**src/design/rmst_pkg.sv**
```systemverilog
package rmst_pkg;

  localparam int SLOTS_DEF       = 1024;
  localparam int VALUE_BITS_DEF  = 20;
  localparam int INDEX_BITS      = 10;
  localparam int VALUE_PORT_BITS = 20;
  localparam int CFG_INDEX_BITS  = 1;

  localparam logic [INDEX_BITS-1:0] LAST_INDEX_RESET = 10'd1023;

  // register indexes of the configuration port
  localparam logic [CFG_INDEX_BITS-1:0] CFG_BANK0_LAST = 1'b0;
  localparam logic [CFG_INDEX_BITS-1:0] CFG_BANK1_LAST = 1'b1;

  // request operation codes
  localparam logic OP_WRITE = 1'b0;
  localparam logic OP_QUERY = 1'b1;

  typedef enum logic [1:0] {
    ST_CLEAR,
    ST_IDLE,
    ST_WR_UP,
    ST_Q_RUN
  } rmst_state_t;

  typedef struct packed {
    logic strobe;
    logic found;
  } rmst_res_t;

endpackage

```
**src/design/rmst_ctrl.sv**
```systemverilog
module rmst_ctrl import rmst_pkg::*; #(
  parameter int SLOTS      = SLOTS_DEF,
  parameter int VALUE_BITS = VALUE_BITS_DEF,
  parameter int NW         = $clog2(SLOTS) + 1,
  parameter int AW         = NW + 1
) (
  input  logic                  clk,
  input  logic                  rst,
  input  logic                  start,
  input  logic                  operation,
  input  logic                  bank,
  input  logic [INDEX_BITS-1:0] slot_index,
  input  logic [VALUE_BITS-1:0] wr_value,
  input  logic [INDEX_BITS-1:0] range_low,
  input  logic [INDEX_BITS-1:0] range_high,
  input  logic [INDEX_BITS-1:0] last0,
  input  logic [INDEX_BITS-1:0] last1,
  output logic                  busy,
  output rmst_res_t             res,
  output logic [VALUE_BITS-1:0] res_value,
  output logic                  we,
  output logic [AW-1:0]         waddr,
  output logic [VALUE_BITS-1:0] wdata,
  output logic [AW-1:0]         raddr_a,
  output logic [AW-1:0]         raddr_b,
  input  logic [VALUE_BITS-1:0] rdata_a,
  input  logic [VALUE_BITS-1:0] rdata_b
);

  localparam int RW = NW + 1;
  localparam logic [INDEX_BITS-1:0] SLOT_CAP =
    (SLOTS > 2**INDEX_BITS) ? {INDEX_BITS{1'b1}} : INDEX_BITS'(SLOTS - 1);

  rmst_state_t state, state_next;
  logic [AW-1:0]         clr_addr, clr_addr_next;
  logic                  bank_q, bank_q_next;
  logic [NW-1:0]         pos, pos_next;
  logic [VALUE_BITS-1:0] cur, cur_next;
  logic [RW-1:0]         l, l_next, r, r_next;
  logic [VALUE_BITS-1:0] best, best_next;
  logic                  pend, pend_next;
  logic                  take_l, take_l_next, take_r, take_r_next;

  logic [INDEX_BITS-1:0] last_sel, last_eff, hi_clip;
  logic [NW-1:0]         leaf, up;
  logic [VALUE_BITS-1:0] cand_a, cand_b, merged_a, merged, parent;

  assign busy     = (state != ST_IDLE);
  assign last_sel = bank ? last1 : last0;
  assign last_eff = (last_sel > SLOT_CAP) ? SLOT_CAP : last_sel;
  assign hi_clip  = (range_high > last_eff) ? last_eff : range_high;
  assign leaf     = NW'(slot_index) + NW'(SLOTS);
  assign up       = pos >> 1;
  assign parent   = (cur > rdata_a) ? cur : rdata_a;
  assign cand_a   = (pend && take_l) ? rdata_a : '0;
  assign cand_b   = (pend && take_r) ? rdata_b : '0;
  assign merged_a = (cand_a > best) ? cand_a : best;
  assign merged   = (cand_b > merged_a) ? cand_b : merged_a;

  always_ff @(posedge clk) begin
    if (rst) begin
      state    <= ST_CLEAR;
      clr_addr <= '0;
      pend     <= 1'b0;
    end else begin
      state    <= state_next;
      clr_addr <= clr_addr_next;
      pend     <= pend_next;
    end
    bank_q <= bank_q_next;
    pos    <= pos_next;
    cur    <= cur_next;
    l      <= l_next;
    r      <= r_next;
    best   <= best_next;
    take_l <= take_l_next;
    take_r <= take_r_next;
  end

  always_comb begin
    state_next    = state;
    clr_addr_next = clr_addr;
    bank_q_next   = bank_q;
    pos_next      = pos;
    cur_next      = cur;
    l_next        = l;
    r_next        = r;
    best_next     = best;
    pend_next     = 1'b0;
    take_l_next   = take_l;
    take_r_next   = take_r;
    we            = 1'b0;
    waddr         = clr_addr;
    wdata         = '0;
    raddr_a       = {bank_q, NW'(l)};
    raddr_b       = {bank_q, r[NW-1:1], 1'b0};
    res           = '0;
    res_value     = '0;
    unique case (state)
      ST_CLEAR: begin
        we            = 1'b1;
        clr_addr_next = clr_addr + AW'(1);
        if (clr_addr == {AW{1'b1}}) begin
          state_next = ST_IDLE;
        end
      end
      ST_IDLE: begin
        if (start) begin
          bank_q_next = bank;
          if (operation == OP_WRITE) begin
            if (slot_index <= last_eff) begin
              // store the leaf, fetch its sibling
              we         = 1'b1;
              waddr      = {bank, leaf};
              wdata      = wr_value;
              raddr_a    = {bank, leaf ^ NW'(1)};
              pos_next   = leaf;
              cur_next   = wr_value;
              state_next = ST_WR_UP;
            end else begin
              res.strobe = 1'b1;
            end
          end else begin
            if (range_low <= hi_clip) begin
              l_next     = RW'(range_low) + RW'(SLOTS);
              r_next     = RW'(hi_clip) + RW'(SLOTS) + RW'(1);
              best_next  = '0;
              state_next = ST_Q_RUN;
            end else begin
              res.strobe = 1'b1;
            end
          end
        end
      end
      ST_WR_UP: begin
        we       = 1'b1;
        waddr    = {bank_q, up};
        wdata    = parent;
        pos_next = up;
        cur_next = parent;
        raddr_a  = {bank_q, up ^ NW'(1)};
        if (up == NW'(1)) begin
          res.strobe = 1'b1;
          state_next = ST_IDLE;
        end
      end
      ST_Q_RUN: begin
        best_next = merged;
        if (l < r) begin
          take_l_next = l[0];
          take_r_next = r[0];
          pend_next   = 1'b1;
          l_next      = (l + RW'(l[0])) >> 1;
          r_next      = r >> 1;
        end else if (!pend) begin
          res.strobe = 1'b1;
          res.found  = (best != '0);
          res_value  = best;
          state_next = ST_IDLE;
        end
      end
      default: begin
        state_next = ST_IDLE;
      end
    endcase
  end

`ifndef SYNTHESIS
  a_wr_not_node_zero: assert property (@(posedge clk) disable iff (rst)
    (state == ST_WR_UP) |-> (up != '0))
    else $error("tree update writes node zero");

  a_query_bounds: assert property (@(posedge clk) disable iff (rst)
    (state == ST_Q_RUN) |-> (l <= r))
    else $error("query left bound passed right bound");

  a_clear_complete: assert property (@(posedge clk) disable iff (rst)
    (state == ST_CLEAR && state_next == ST_IDLE) |-> (clr_addr == {AW{1'b1}}))
    else $error("clearing pass ended early");

  a_found_nonzero: assert property (@(posedge clk) disable iff (rst)
    res.found |-> (res.strobe && res_value != '0))
    else $error("found flagged without a positive value");
`endif

endmodule

```
**config.mk**
```make
export PLATFORM = sky130hd
export DESIGN_NAME = rmst_ctrl
export DESIGN_NICKNAME = d
export VERILOG_FILES = /design/src/design/rmst_pkg.sv /design/src/design/rmst_ctrl.sv
export SDC_FILE = /design/constraint.sdc
export NUM_CORES = 1
export LEC_CHECK = 0
export ABC_AREA = 1
export BUFFER_PORTS_ARGS = -buffer_cell sky130_fd_sc_hd__buf_2
export CAP_MARGIN = 20
export CORE_MARGIN = 1
export CORE_UTILIZATION = 51
export DETAILED_ROUTE_END_ITERATION = 6
export GPL_TIMING_DRIVEN = 0
export PLACE_DENSITY = 0.79
export SYNTH_ARGS = -nofsm -noshare
export SYNTH_HDL_FRONTEND = slang
export SYNTH_SLANG_ARGS = --single-unit
```
**constraint.sdc**
```tcl
create_clock -name clk -period 4.6 [get_ports clk]
set_input_delay 0.23 -clock clk [delete_from_list [all_inputs] [get_ports clk]]
set_output_delay 0.23 -clock clk [all_outputs]
set_load 0.01 [all_outputs]
```
==> impl_metrics.json, run 1 <==
{
  "synth_edf_count": 76,
  "fin_crit_ns": 4.407,
  "finalCritPeriodShare": 0.9581,
  "syn-cell-area_mm2": 0.008899,
  "gp_congestion": 0.9747,
  "grt_pass1_wl_mm": 43.30,
  "worst_pin_slew_ns": 0.7361,
  "syn_to_final_growth_pct": 22.08,
  "async_flop_share": 0,
  "ys.flop_type": "edfxtp_1",
  "diodes": 0,
  "min_path_type": "in2reg",
  "cts.reportedPaths.clkPinSlew_ns": 0.07,
  "r2r_cells": 26,
  "finalHoldViolations": 0,
  "drive_gt1_frac": 0.2138,
  "maxCapViolCount": 0,
  "leakagePower_nw": 5.571,
  "die_w_um": 134.1,
  "cts_tree": "yes",
  "drtIter0Drc": 938,
  "synth_cells": 1253,
  "placed_area_mm2": 0.01019,
  "synth_top_area_frac": 0.2565,
  "yosysTopAreaCell": "edfxtp_1",
  "synthTopCellsByArea": "edfxtp_1 (26%), ha_1 (14%), nand2_1 (11%)",
  "dieArea_mm2": 0.01798,
  "power.switching_w": 0.001717,
  "combPwrFrac": 0.500,
  "path_class": "reg2reg",
  "clkLatencyLatePin_ns": 0.36,
  "seq_area_frac_synth": 0.2902,
  "setup_viol": 0,
  "antenna_found_initial": 1,
  "max_clock_freq_mhz": 226.9,
  "p_per_area_mw_per_mm2": 361.4,
  "drtPass1Iterations": 6,
  "max-vdd-ir-drop_mv": 0.2854,
  "grt_overflow": 0,
  "num_rows": 47,
  "antenna_left": 0,
  "required_ns": 4.70,
  "die_height_um": 134.1,
  "routed_wl_mm": 28.51,
  "fill_cells": 1496,
  "total_power_w": 0.003926,
  "yosysUniqueCellTypes": 52,
  "viasPerCell": 5.691,
  "worst_setup_path_start_kind": "flip-flop",
  "routedWlPerCell_um": 16.79,
  "synth.net_count": 1470,
  "min_path_cells": 1,
  "cts-htree-levels": 3,
  "outcome": "completed",
  "drc": 0,
  "core_mm2": 0.01682,
  "cp_max_fo": 10,
  "grt_use_total": 0.3081,
  "synth.most_common_cell": "nand2_1",
  "numCtsBuffers": 9,
  "slew_headroom": 0.5093,
  "ys_ff_latch": 91,
  "finClkSkew_ns": 0.009249,
  "syn_area_per_cell_um2": 7.102,
  "synth_common_cells": "nand2_1 (255), inv_1 (195), nor2_1 (110), a21oi_1 (107), o21ai_0 (106)",
  "via_count": 9664,
  "seq_power_share": 0.304,
  "nets": 1690,
  "ios": 195,
  "cts_root_buffer": "clkbuf_16",
  "dp_hpwl_mm": 21.98,
  "p_clk_frac": 0.196,
  "p_int_w": 0.002208,
  "start_util": 0.5291,
  "grt_max_degree": 25,
  "ys_warn_count": 0,
  "cp-end-kind": "flip-flop",
  "worstPathArrival_ns": 4.51,
  "netSwitchingFraction": 0.4374,
  "post-route-cell-area_mm2": 0.01086,
  "clockBufferDepth": 2,
  "clock-sinks": 91,
  "io_buffer_count": 192,
  "grt_pass1_vias": 8898,
  "drv_slew": 0
}
-- state kept, by name, indices dropped and copies added (netlist names) --
signal / cells
bank_q: 1
best: 20
clr_addr: 12
cur: 20
l: 11
pend: 1
pos: 10
r: 12
state: 2
take_l: 1
take_r: 1
-- per-stage QoR --
stage                     setup TNS [ns]  instances  setup slack (ns)  hold slack [ns]    util
after detailed placement          -34.17       1667            -1.026           0.4380  0.6056
final                                  0       1698            0.1927           0.1566  0.6459
after floorplan                        0       1253           0.01728           0.3289       -
after global placement            -54.95       1665            -1.456           0.4304  0.6029
after CTS                              0       1687           0.01437           0.1559  0.6326
after global routing             -0.3189       1698          -0.05943           0.1693  0.6459
-- area by class of cell --
| cell class | instances | area [um^2] | area share |
|---|---|---|---|
| Buffer | 61 | 367.9 | 0.03386 |
| Clock buffer | 13 | 250.2 | 0.02304 |
| Clock inverter | 3 | 40.04 | 0.003686 |
| Inverter | 210 | 794.5 | 0.07314 |
| Multi-Input combinational cell | 890 | 5394 | 0.4965 |
| Sequential cell | 91 | 2584 | 0.2378 |
| Tap cell | 220 | 275.3 | 0.02534 |
| Timing Repair Buffer | 209 | 1150 | 0.1059 |
| Timing Repair inverter | 1 | 7.507 | 0.0006911 |
-- metal layers --
layer / vias to the layer above / global-route usage / wire (um)
li1: 4653 / - / -
met1: 4429 / 0.3807 / 11480
met2: 517 / 0.5279 / 13740
met3: 65 / 0.06085 / 2462
met4: 0 / 0.1192 / 837
met5: - / 0 / 0
-- path summary, 6_finish.rpt --
path / start / to / slack (ns)
setup / recovery: take_l / best[10] / 0.19
hold / removal: bank / bank_q / 0.16
setup reg to reg: take_l / best[10] / 0.19
hold reg to reg: r[0] / take_r / 0.46
-- cells by family (layout without fill, tap and decap cells) --
family	Yosys count	after routing	synth area share
adder cells (fa/ha/maj)	102	102	0.1434
AO/OA/AOI/OAI	311	311	0.2057
buffers and inverters	273	497	0.1229
other	1	1	0.0004214
AND/OR/NAND/NOR	465	466	0.2265
XOR/XNOR	3	3	0.002953
flip-flops	91	91	0.2902
multiplexers	7	7	0.007874
-- timing repair --
action                     4_1_cts  5_1_grt
setup endpoints to repair       36       64
setup buffers                    4        9
pin swaps                        4       14
gates cloned                     1        3
resized for setup               34       38
hold buffers                     0        0
-- power by group through the flow --
| stage | sequential (W) | combinational [W] | clock, W |
|---|---|---|---|
| final | 0.00119 | 0.00196 | 0.000771 |
| after global routing | 0.00121 | 0.00215 | 0.000795 |
| after CTS | 0.00119 | 0.00189 | 0.000766 |
| after detailed placement | 0.00121 | 0.00187 | 0 |
| after global placement | 0.00121 | 0.00181 | 0 |
| after floorplan | 0.00118 | 0.00121 | 0 |
-- placed cells by master (no fill, tap or decap), types with 25 or more instances in the layout --
master / count
o211ai_1: 25
o21ai_0: 102
a21oi_1: 105
edfxtp_1: 76
buf_2: 198
nand3_1: 36
inv_1: 191
ha_1: 99
nor2_1: 108
o21a_1: 25
nand2_1: 252
clkbuf_1: 33
-- critical path: stages (launching register included) --
cell and delay (ns):
edfxtp_1 0.44, nand2_4 0.16, buf_8 0.12, nor2_1 0.04
ha_1 0.32, nand4_1 0.15, nor2_2 0.21, inv_2 0.07
nor3_4 0.21, nand2_2 0.10, a32oi_4 0.22, buf_12 0.16
buf_8 0.12, o21ai_0 0.09, o21a_1 0.12, inv_1 0.13
ha_4 0.15, nand4_1 0.10, nor2_2 0.17, nor4b_4 0.26
o21ai_1 0.11, nand3_1 0.11, nand2_2 0.07, buf_6 0.14
buf_6 0.14, o211ai_1 0.17, inv_1 0.07
(Power assumes the default switching activity.)
==> run 2: changes to the inputs <==
CORE_UTILIZATION = 52   (was 51)
CTS_BUF_LIST = sky130_fd_sc_hd__clkbuf_2 sky130_fd_sc_hd__clkbuf_4 sky130_fd_sc_hd__clkbuf_8   (was unset)
PLACE_DENSITY = 0.8   (was 0.79)
==> run 2 against run 1 <==
Against the previous run:
- first-iteration DRC count fell by 6.8%
- routed wire length fell by 1.2%
- global-route usage rose by 0.19 points
- clock-buffer cell count fell by 2
- the flow now finishes with violations (design-rule violations)
- via count fell by 0.28%
- setup slack got worse by 0.060 ns
- die area fell by 1.9%
- fmax fell by 1.3%
- critical endpoint is now best[16]
- final area fell by 1.0%
- highest routed layer unchanged
- largest power group unchanged
- hold slack got worse by 0.030 ns
==> impl_metrics.json, run 2 (synthesized netlist as in run 1, its figures left out) <==
{
  "leakagePower_nw": 5.544,
  "grt_max_degree": 31,
  "via_count": 9637,
  "cp_max_fo": 10,
  "worst_pin_slew_ns": 0.7700,
  "num_rows": 47,
  "drc": 2,
  "drtIter0Drc": 874,
  "min_path_cells": 3,
  "final_cell_mix": "nand2_1 (252), buf_2 (197), inv_1 (194), nor2_1 (108), a21oi_1 (105)",
  "die_w_um": 132.8,
  "stdcell_count": 1697,
  "clockBufferDepth": 2,
  "finalHoldViolations": 0,
  "maxCapViolCount": 0,
  "cts.reportedPaths.clkPinSlew_ns": 0.09,
  "r2r_setup_slack_ns": 0.13,
  "violations": "design-rule violations",
  "cts_root_buffer": "clkbuf_8",
  "cp-end-kind": "flip-flop",
  "syn_to_final_growth_pct": 20.85,
  "final_common_cell": "nand2_1",
  "worstHoldEndpoint": "cur[4]",
  "routed_wl_mm": 28.17,
  "path_class": "reg2reg",
  "drive_gt1_frac": 0.2139,
  "min_from": "wr_value[4]",
  "total_power_w": 0.003763,
  "grt_use_total": 0.3100,
  "power.switching_w": 0.001678,
  "io_buffer_count": 192,
  "grt_pass1_wl_mm": 42.95,
  "core_mm2": 0.01664,
  "clock-sinks": 91,
  "max_clock_freq_mhz": 223.8,
  "dp_hpwl_mm": 21.83,
  "nets": 1689,
  "rr_endpoint": "best[16]",
  "antenna_found_initial": 0,
  "required_ns": 4.74,
  "worstPathArrival_ns": 4.61,
  "setup_ws_ns": 0.1326,
  "die_height_um": 132.8,
  "antenna_left": 0,
  "cts-htree-levels": 3,
  "dieArea_mm2": 0.01764,
  "drv_slew": 0,
  "p_int_w": 0.002085,
  "netSwitchingFraction": 0.4460,
  "r2r_cells": 24,
  "cts_tree": "yes",
  "p_per_area_mw_per_mm2": 349.9,
  "finClkSkew_ns": 0.01417,
  "min_path_type": "in2reg",
  "gp_congestion": 0.9803,
  "diodes": 0,
  "r2r_start": "take_l",
  "ios": 195,
  "worst_setup_path_start_kind": "flip-flop",
  "routedWlPerCell_um": 16.60,
  "max-vdd-ir-drop_mv": 0.2318,
  "fin_crit_ns": 4.467,
  "combPwrFrac": 0.516,
  "p_clk_frac": 0.166,
  "preCtsSetupSlack_ns": -1.003,
  "slew_headroom": 0.4861,
  "grt_pass1_vias": 8839,
  "holdBufCountCts": 0,
  "numCtsBuffers": 9,
  "drtPass1Iterations": 7,
  "grt_overflow": 0,
  "setup_viol": 0,
  "finalCritPeriodShare": 0.9712,
  "outcome": "finished with violations",
  "top_regs": "best: 20 flops, cur: 20 flops",
  "seq_power_share": 0.317,
  "viasPerCell": 5.679,
  "clkLatencyLatePin_ns": 0.39,
  "placed_cells": 1666,
  "start_util": 0.5347
}
## run 2: cell count changes in the layout (fill, tap and decap cells not counted), moves of 2 or more
cell and change:
inv_1 +3, clkbuf_16 -10, clkbuf_4 +2, buf_6 -2, clkinvlp_4 -2, clkbuf_8 +9
clkbuf_2 +3, inv_2 -2, clkbuf_1 -3
## run 2: layer usage
metal | wire length [um] | GRT usage
met5 | 0 | 0
met4 | 1130 | 0.1533
met3 | 2406 | 0.04789
met2 | 13320 | 0.5204
met1 | 11310 | 0.3867
## run 2: power by group through the flow
stage          logic, W  registers, W  clock network (W)
2_1_floorplan   0.00121       0.00118                  0
3_3_place_gp    0.00179       0.00121                  0
3_5_place_dp    0.00184       0.00121                  0
4_1_cts         0.00186       0.00119           0.000623
5_1_grt         0.00214       0.00121           0.000647
6_report        0.00194       0.00119           0.000625
## run 2: metrics by stage
stage / util / hold slack (ns) / setup TNS [ns] / cell area [um^2]
after floorplan: - / 0.3289 / 0 / 8904
after global placement: 0.6093 / 0.4306 / -53.61 / 10140
after detailed placement: 0.6104 / 0.4385 / -31.10 / 10160
after CTS: 0.6332 / 0.1153 / 0 / 10540
after global routing: 0.6462 / 0.1288 / -0.5011 / 10750
final: 0.6462 / 0.1265 / 0 / 10750
## run 2: timing repair
item | CTS | global route
resized for setup | 31 | 32
gates cloned | 1 | 2
buffers inserted | 5 | 10
pin swaps | 4 | 11
endpoints found under the setup margin | 20 | 64
## run 2: worst max-delay path by stage
stage	startpoint	end	slack, ns	cells after the start
2_1_floorplan	bank	l[0]	0.02	25
3_3_place_gp	bank	r[6]	-1.41	26
3_5_place_dp	take_l	best[9]	-1.00	27
4_1_cts	bank	res[1]	0.03	30
5_1_grt	take_l	best[16]	-0.09	25
6_report	take_l	best[16]	0.13	24
## run 2: layout make-up
cell class	instances	area [um^2]
timing repair buffer	210	1131
fill	1453	5888
clock inverter	5	77.57
inverter	210	790.8
buffer	59	335.3
sequential	91	2584
tap	220	275.3
clock buffer	11	138.9
multi-input combinational	891	5421
## run 2: critical path: stages, from the launching register on
cell       delay, ns
edfxtp_1        0.54
nand2_2         0.21
nor2_1          0.06
ha_1            0.33
nand2_1         0.07
o21a_1          0.19
o211ai_1        0.28
a21oi_2         0.12
a32oi_4         0.23
buf_6           0.16
buf_8           0.12
o21ai_0         0.08
o21a_1          0.13
inv_1           0.08
ha_1            0.24
a21oi_1         0.15
nand3b_1        0.12
a21oi_1         0.08
a2111oi_2       0.26
nand3_1         0.14
nand2_2         0.12
clkbuf_2        0.23
nand2_1         0.09
o211ai_1        0.10
inv_1           0.07
==> run 3: changes to the inputs <==
CORE_ASPECT_RATIO = 0.75   (was unset)
CORE_UTILIZATION = 30   (was 52)
PLACE_DENSITY = unset   (was 0.8)
==> run 3 against run 2 <==
Against the previous run:
- the run ends with negative setup slack left
- global-route usage is 11 points lower
- combinational power is 4% higher
- sequential power hardly changed
- total power is 2.7% higher
- sequential share of layout area is 1.4 points lower
- register-to-register slack worse by 0.14 ns
- first-iteration DRC count is 15% lower
- non-clock buffer count is 13 higher
- final area is 6.4% higher
- final cell count is 11% higher
- clock skew is 0.0050 ns higher
- critical endpoint is now best[19]
- highest routed layer is now met5
==> impl_metrics.json, run 3 (synthesized netlist as in run 1, its figures left out) <==
{
  "nets": 1700,
  "finalHoldViolations": 0,
  "clockBufferDepth": 2,
  "cts-htree-levels": 3,
  "leakagePower_nw": 5.653,
  "violations": "negative setup slack",
  "cp_max_fo": 6,
  "finClkSkew_ns": 0.01913,
  "final_common_cell": "nand2_1",
  "drtIter0Drc": 746,
  "rsz0062_at_grt": "yes",
  "crit_path_max_incr_delay_ns": 0.44,
  "rr_endpoint": "best[19]",
  "path_class": "reg2reg",
  "dieArea_mm2": 0.03036,
  "drv_slew": 0,
  "r2r_start": "take_l",
  "worst_setup_path_start_kind": "flip-flop",
  "num_rows": 54,
  "antenna_found_initial": 3,
  "drive_gt1_frac": 0.2419,
  "drtPass1Iterations": 5,
  "viasPerCell": 5.028,
  "stdcell_count": 1882,
  "worstPathArrival_ns": 4.76,
  "preCtsSetupSlack_ns": -1.309,
  "postLayoutCoreUtil": 0.3929,
  "p_per_area_mw_per_mm2": 337.9,
  "wl_met1_mm": 14.96,
  "r2r_cells": 29,
  "routed-wl-met3_mm": 2.389,
  "min_from": "wr_value[0]",
  "placed_cells": 1839,
  "cts_tree": "yes",
  "holdBufCountCts": 0,
  "min_path_type": "in2reg",
  "grt_pass1_wl_mm": 47.65,
  "r2r_setup_slack_ns": -0.005,
  "start_util": 0.3056,
  "core_mm2": 0.02912,
  "final_cell_mix": "nand2_1 (245), buf_2 (197), inv_1 (188), a21oi_1 (103), nor2_1 (102)",
  "die_w_um": 200.9,
  "io_buffer_count": 192,
  "setup_tns_ns": -0.004890,
  "clock-sinks": 91,
  "routedWlPerCell_um": 16.97,
  "clkLatencyLatePin_ns": 0.40,
  "numCtsBuffers": 9,
  "max-vdd-ir-drop_mv": 0.2485,
  "required_ns": 4.75,
  "gp_congestion": 0.9281,
  "crit_top_cell": "nand2_4",
  "max_clock_freq_mhz": 217.2,
  "via_count": 9462,
  "top_regs": "best: 20 flops, cur: 20 flops",
  "dp_hpwl_mm": 25.45,
  "grt_pass1_vias": 8884,
  "maxCapViolCount": 0,
  "worstHoldEndpoint": "cur[0]",
  "antenna_left": 0,
  "finalCritPeriodShare": 1.001,
  "worst_pin_slew_ns": 0.7888,
  "cts.reportedPaths.clkPinSlew_ns": 0.11,
  "outcome": "finished with violations",
  "cts_root_buffer": "clkbuf_8",
  "cp-end-kind": "flip-flop",
  "setup.worst_path.start": "take_l",
  "wl_met2_mm": 14.24,
  "setup_ws_ns": -0.004890,
  "slew_headroom": 0.4742,
  "die_height_um": 151.2,
  "fin_crit_ns": 4.605,
  "ios": 195,
  "crit_slowest_cell": "edfxtp_1",
  "min_path_cells": 3,
  "routed_wl_mm": 31.94,
  "grt_overflow": 0,
  "grt_use_total": 0.2029,
  "syn_to_final_growth_pct": 28.57,
  "drc": 0,
  "grt_max_degree": 21,
  "routed.top_layer": "met5",
  "setup_viol": 1
}
run 3: worst max-delay path by stage:
stage	to	slack [ns]	cells after the start
2_1_floorplan	l[0]	0.02	25
3_3_place_gp	r[6]	-1.63	26
3_5_place_dp	best[18]	-1.31	27
4_1_cts	res[1]	0.002	30
5_1_grt	best[10]	-0.25	27
6_report	best[19]	-0.005	29
run 3: through the flow:
| stage | power, W | hold WS (ns) | cell area (um^2) |
|---|---|---|---|
| final | 0.003866 | 0.1081 | 11440 |
| after floorplan | 0.002385 | 0.3289 | 8904 |
| after CTS | 0.003826 | 0.08465 | 10910 |
| after detailed placement | 0.003151 | 0.4602 | 10400 |
| after global placement | 0.003091 | 0.4504 | 10350 |
| after global routing | 0.004139 | 0.1001 | 11440 |
run 3: per-layer routing:
layer,vias to the layer above,GRT usage
met5,-,0
met4,2,0.04389
met3,28,0.04217
met2,386,0.3221
met1,4382,0.2826
li1,4664,-
run 3: critical path: cells and delay by family (launching register included):
family	cells	cell delay [ns]
AOI/OAI and AO/OA	5	0.83
adders and majority gates	2	0.52
buffers and inverters	12	1.30
DFF	1	0.44
and+or+nand+nor	10	1.20
run 3: area by class of cell:
| type | instances | area, um^2 |
|---|---|---|
| inverters | 210 | 794.5 |
| clock inverters | 7 | 98.84 |
| clock buffers | 9 | 123.9 |
| diodes | 2 | 5.005 |
| flip-flops and latches | 91 | 2584 |
| fillers | 3131 | 17680 |
| plain buffers | 61 | 400.4 |
| repair buffers | 221 | 1301 |
| well taps | 392 | 490.5 |
| multi-input cells | 889 | 5643 |
run 3: report_power, final:
part	switching [W]	internal [W]	total (W)
logic	0.00134	0.000682	0.00202
clock network	0.000339	0.000310	0.000650
registers	0.0000891	0.00110	0.00119
run 3: timing repair:
| item | CTS | global route |
|---|---|---|
| setup endpoints to repair | 64 | 64 |
| buffers inserted | 10 | 12 |
| gates resized for setup | 47 | 84 |
| cloned | 2 | 3 |
| pin swaps | 9 | 23 |
